**src/rtl/core/hfwa_ram.sv**
```systemverilog
// Generic single-clock RAM: one write port, one read port, registered read.
module hfwa_ram #(
  parameter int unsigned Width = 8,
  parameter int unsigned Depth = 256
) (
  input  logic                     clk_i,
  input  logic                     we_i,
  input  logic [$clog2(Depth)-1:0] waddr_i,
  input  logic [Width-1:0]         wdata_i,
  input  logic [$clog2(Depth)-1:0] raddr_i,
  output logic [Width-1:0]         rdata_o
);
  logic [Width-1:0] mem [Depth];

  always_ff @(posedge clk_i) begin
    if (we_i) begin
      mem[waddr_i] <= wdata_i;
    end
    rdata_o <= mem[raddr_i];
  end
endmodule

```
**config.mk**
```make
export PLATFORM = sky130hd
export DESIGN_NAME = hfwa_ram
export DESIGN_NICKNAME = d
export VERILOG_FILES = /design/src/rtl/core/hfwa_ram.sv
export SDC_FILE = /design/constraint.sdc
export NUM_CORES = 2
export LEC_CHECK = 0
export BUFFER_PORTS_ARGS = -buffer_cell sky130_fd_sc_hd__buf_2
export CAP_MARGIN = 10
export CORE_MARGIN = 2
export CORE_UTILIZATION = 30
export CTS_BUF_LIST = sky130_fd_sc_hd__clkbuf_4 sky130_fd_sc_hd__clkbuf_8
export CTS_CLUSTER_SIZE = 25
export DETAILED_ROUTE_END_ITERATION = 10
export PLACE_DENSITY = 0.54
export SLEW_MARGIN = 10
export SYNTH_ARGS = -nofsm -noshare
export SYNTH_HDL_FRONTEND = slang
export SYNTH_SLANG_ARGS = --single-unit
```
**constraint.sdc**
```tcl
create_clock -name clk_i -period 2.6 [get_ports clk_i]
set_input_delay 0.52 -clock clk_i [delete_from_list [all_inputs] [get_ports clk_i]]
set_output_delay 0.52 -clock clk_i [all_outputs]
set_load 0.05 [all_outputs]
```
; Yosys cells after proc, flatten, opt, wreduce, memory -nomap -nowiden
; Memory sizes are Yosys's and may differ from the RTL's. A register that Yosys moved wholly into a read port is not among the register bits.
; Index checks and enable logic that the tools add are counted.
[op_classes]
muxes = 2
[op_table]
columns = cell, n
row1 = two-way mux 1 bit, 2
[totals]
ff_bits = 0
ramBits = 2048
wordCells = 3
memories = 1
input_bits = 26
output_inout_bits = 8
[mem_list]
columns = name, depth, width, rd, rd_clocked_by_memory_dff, wr, line
row1 = mem, 256, 8, 1, 1, 1, 13  ; logic [Width-1:0] mem [Depth];

; Logic depth before layout (Yosys ltp)
[logic_depth]
depth_word = 2
ltp_mapped = 11
ltp_nobuf = 6

; Worst setup path before layout
; Ideal clock, no wire load.
[synth_timing]
path_type = input -> register
startpoint = in raddr_i[0]
endpoint = reg rdata_o[2], read port of mem
t_required_ns = 2.469
stages = 9
slack_ns = 0.142
t_arrival_ns = 2.327
path_cell_list = buf_6 -> buf_12 -> buf_8 -> buf_2 -> mux4_2 -> a22oi_1 -> a21oi_1 -> nor4_1 -> nor4_2
[synth_rtl]
columns = item, line
row1 = from (decl), 10  ; input logic [$clog2(Depth)-1:0] raddr_i,
row2 = to (decl), 11  ; output logic [Width-1:0] rdata_o

==> results.json <==
{
  "p_seq_share_pct": 53.1,
  "multi_input_area_mm2": 0.0165,
  "ff2ff_setup_slack_ps": 40,
  "core_area_mm2": 0.264,
  "place.gp.congestion": 0.813,
  "clkLatencyLatePin_ps": 1070,
  "worstHoldStart": "waddr_i[2]",
  "finalPower_uw": 69000,
  "cts_buffers": 357,
  "nFillCells": 24500,
  "r2r-start": "mem[171][2]",
  "grt_max_degree": 89,
  "worst_r2r_endpoint": "rdata_o[2]",
  "start_util_pct": 30.1,
  "finalHoldViolCount": 0,
  "die_y_um": 519,
  "drtIter0Drc": 4049,
  "yosysMostFrequentCell": "edfxtp_1",
  "final_cells": 8433,
  "synthCells": 3733,
  "grt_pass1_wl_um": 310000,
  "skew_ps": 79.6,
  "drive_above_1_share_pct": 36.4,
  "power_switching_share_pct": 22.2,
  "rows": 189,
  "synthArstFlopShare_pct": 0,
  "leakagePower_uw": 0.0312,
  "fin_crit_sh_pct": 98.6,
  "clkTransAtPathRegs_ps": 60,
  "cp_cell_sequence": "buf_8 -> buf_12 -> buf_12 -> buf_4 -> mux2i_1 -> o22ai_1 -> o21ai_0 -> nand3_1 -> nor4_1 -> buf_4 -> nor4_1",
  "yosys.area.top_type": "edfxtp_1",
  "cap_violations": 0,
  "crit_buf_inv": 5,
  "worst-setup-path-type": "in -> reg",
  "syn-cell-area_mm2": 0.0796,
  "cts.sinks": 2056,
  "regArea_mm2": 0.0617,
  "nNetsFinal": 4661,
  "wl_met1_um": 88800,
  "wire_per_inst_um": 25.5,
  "synth.ff_latch_count": 2056,
  "synth_warnings": 0,
  "slowest_delay_ps": 680,
  "clk_path_buf_depth": 4,
  "ys.flop_type": "edfxtp_1",
  "irDropWorstVdd_mv": 0.527,
  "place_hpwl_um": 140000,
  "ios": 34,
  "end_kind": "register",
  "drtPass1Iterations": 5,
  "ant_nets": 0,
  "cellPowerDensity_mw_per_mm2": 715,
  "critPathSlowestCell": "nor4_1",
  "clkPwrFrac_pct": 41.1,
  "rsz0062_at_grt": "false",
  "synth_area_leaders": "edfxtp_1 (77%), mux4_2 (13%), mux2i_1 (1.7%)",
  "cp_max_fo": 23,
  "power.net_switching_uw": 15300,
  "syn_nets": 3759,
  "fin_crit_ps": 2560,
  "holdPathStages": 4,
  "grt_pass1_vias": 43100,
  "antenna_found_initial": 14,
  "htree_levels": 5,
  "setup_violations": 0,
  "die_area_mm2": 0.269,
  "ys_seq_area_share_pct": 77.5,
  "relSlewSlack_pct": 40.3,
  "cts_tree": "yes",
  "cts_root_buffer": "clkbuf_8",
  "place_ws_ps": -1160,
  "grt_usage_pct": 15.8,
  "avgSynthCellArea_um2": 21.3,
  "synth_common_cells": "edfxtp_1 (2048), mux4_2 (454), nor2_1 (282)",
  "area_growth_pct": 21.3,
  "grt-ovfl-total": 0,
  "timing.final.ws_setup_ps": 35.7,
  "dpl.cell_count": 7801,
  "synth_cell_type_count": 55,
  "cp-start-kind": "input pin",
  "vias_per_cell": 4.92,
  "routed.top_layer": "met4",
  "status": "complete, no violations",
  "fp.dieW_um": 519,
  "yosys.area.top_type_share_pct": 77.3,
  "synth_edf_count": 2048,
  "fmax_mhz": 390,
  "portBuffers": 33,
  "r2r_cells": 6,
  "min-delay-path-class": "in -> reg",
  "totalWireLength_um": 215000,
  "critPathRequiredTime_ps": 3480,
  "routed-via-count": 41500,
  "comb_power_share_pct": 5.9,
  "whs_endpoint": "mem[204][2]",
  "met2_length_um": 107000,
  "p_int_uw": 53700,
  "cp_top_family": "buffers and inverters",
  "post-route-util_pct": 36.5,
  "tightest_slew_ps": 889,
  "cp.arrival_ps": 3440,
  "wl_met3_um": 13800,
  "drv_slew": 0,
  "drc": 0
}
[what timing repair did]
action | CTS | global route
setup endpoints to repair | 8 | 2
setup buffers | 0 | 0
hold buffers | 8 | 0
resized for setup | 10 | 2
hold endpoints to repair | 369 | 0
[flip-flops by register name (all words and copies together), names as in the netlist]
name     count
rdata_o      8
mem       2048
[metrics by stage]
| stage | TNS [ps] | hold WS [ps] | area [µm²] |
|---|---|---|---|
| after floorplan | 0 | 619 | 79600 |
| after global placement | -7100 | 922 | 89600 |
| after detailed placement | -7360 | 924 | 89600 |
| after CTS | 0 | 50.6 | 96500 |
| after global routing | 0 | 133 | 96500 |
| final | 0 | 167 | 96500 |
[worst max path at each step]
| stage | from | to | slack, ps | depth (start not counted) |
|---|---|---|---|---|
| detailed placement | raddr_i[0] | rdata_o[2] | -1160 | 9 |
| floorplan | raddr_i[0] | rdata_o[2] | 140 | 9 |
| CTS | mem[175][2] | rdata_o[2] | 20 | 7 |
| finish | raddr_i[0] | rdata_o[7] | 40 | 11 |
| global placement | raddr_i[0] | rdata_o[2] | -1110 | 9 |
| global route | raddr_i[0] | rdata_o[7] | 10 | 11 |
[kinds of logic after synthesis]
kind of cell	Yosys count	share of synthesized area, %
buffers and inverters	235	1.83
flip-flops	2056	77.5
AO/OA/AOI/OAI	385	3.42
multiplexers	591	14.6
AND/OR/NAND/NOR	466	2.63
[layout by cell type (no fill, tap or decap), types with 28 or more instances in the layout]
master / n
a21oi_1: 96
a22oi_1: 133
buf_12: 101
buf_4: 636
clkbuf_4: 103
clkbuf_8: 369
clkinv_1: 89
clkinv_2: 35
edfxtp_1: 2048
mux2i_1: 134
mux4_2: 454
nand2_1: 33
nand3_1: 34
nor2_1: 279
nor2b_1: 28
o221ai_1: 46
o22ai_1: 28
[power by group through the flow]
stage | Sequential [µW] | Combinational [µW] | Clock, µW
final | 36600 | 4040 | 28400
after global routing | 36600 | 4270 | 30500
after CTS | 36600 | 4110 | 29100
after detailed placement | 37300 | 4080 | 0
after global placement | 37300 | 4040 | 0
after floorplan | 37400 | 1770 | 0
[worst reg2reg max path: cells and delay by family (launching register included)]
family / cells / cell delay [ps]
AO/OA/AOI/OAI: 2 / 800
buffers and inverters: 1 / 180
multiplexers: 1 / 480
AND/OR/NAND/NOR: 2 / 560
flip-flops: 1 / 380
[cell type report]
cell class / count / share of cell area [%]
sequential: 2056 / 63.9
multi-input combinational: 1442 / 17.1
timing repair buffer: 776 / 7.39
clock buffer: 472 / 6.06
tap: 3533 / 4.58
clock inverter: 143 / 0.920
antenna: 9 / 0.0233
inverter: 2 / 0.00778
[layer usage]
metal  GRT usage [%]  vias up
met4            4.71        0
met5               0        -
li1                -    17600
met1            20.8    22100
met3            2.82      337
met2            26.5     1513
No activity file was read; power rests on OpenSTA's default activity.
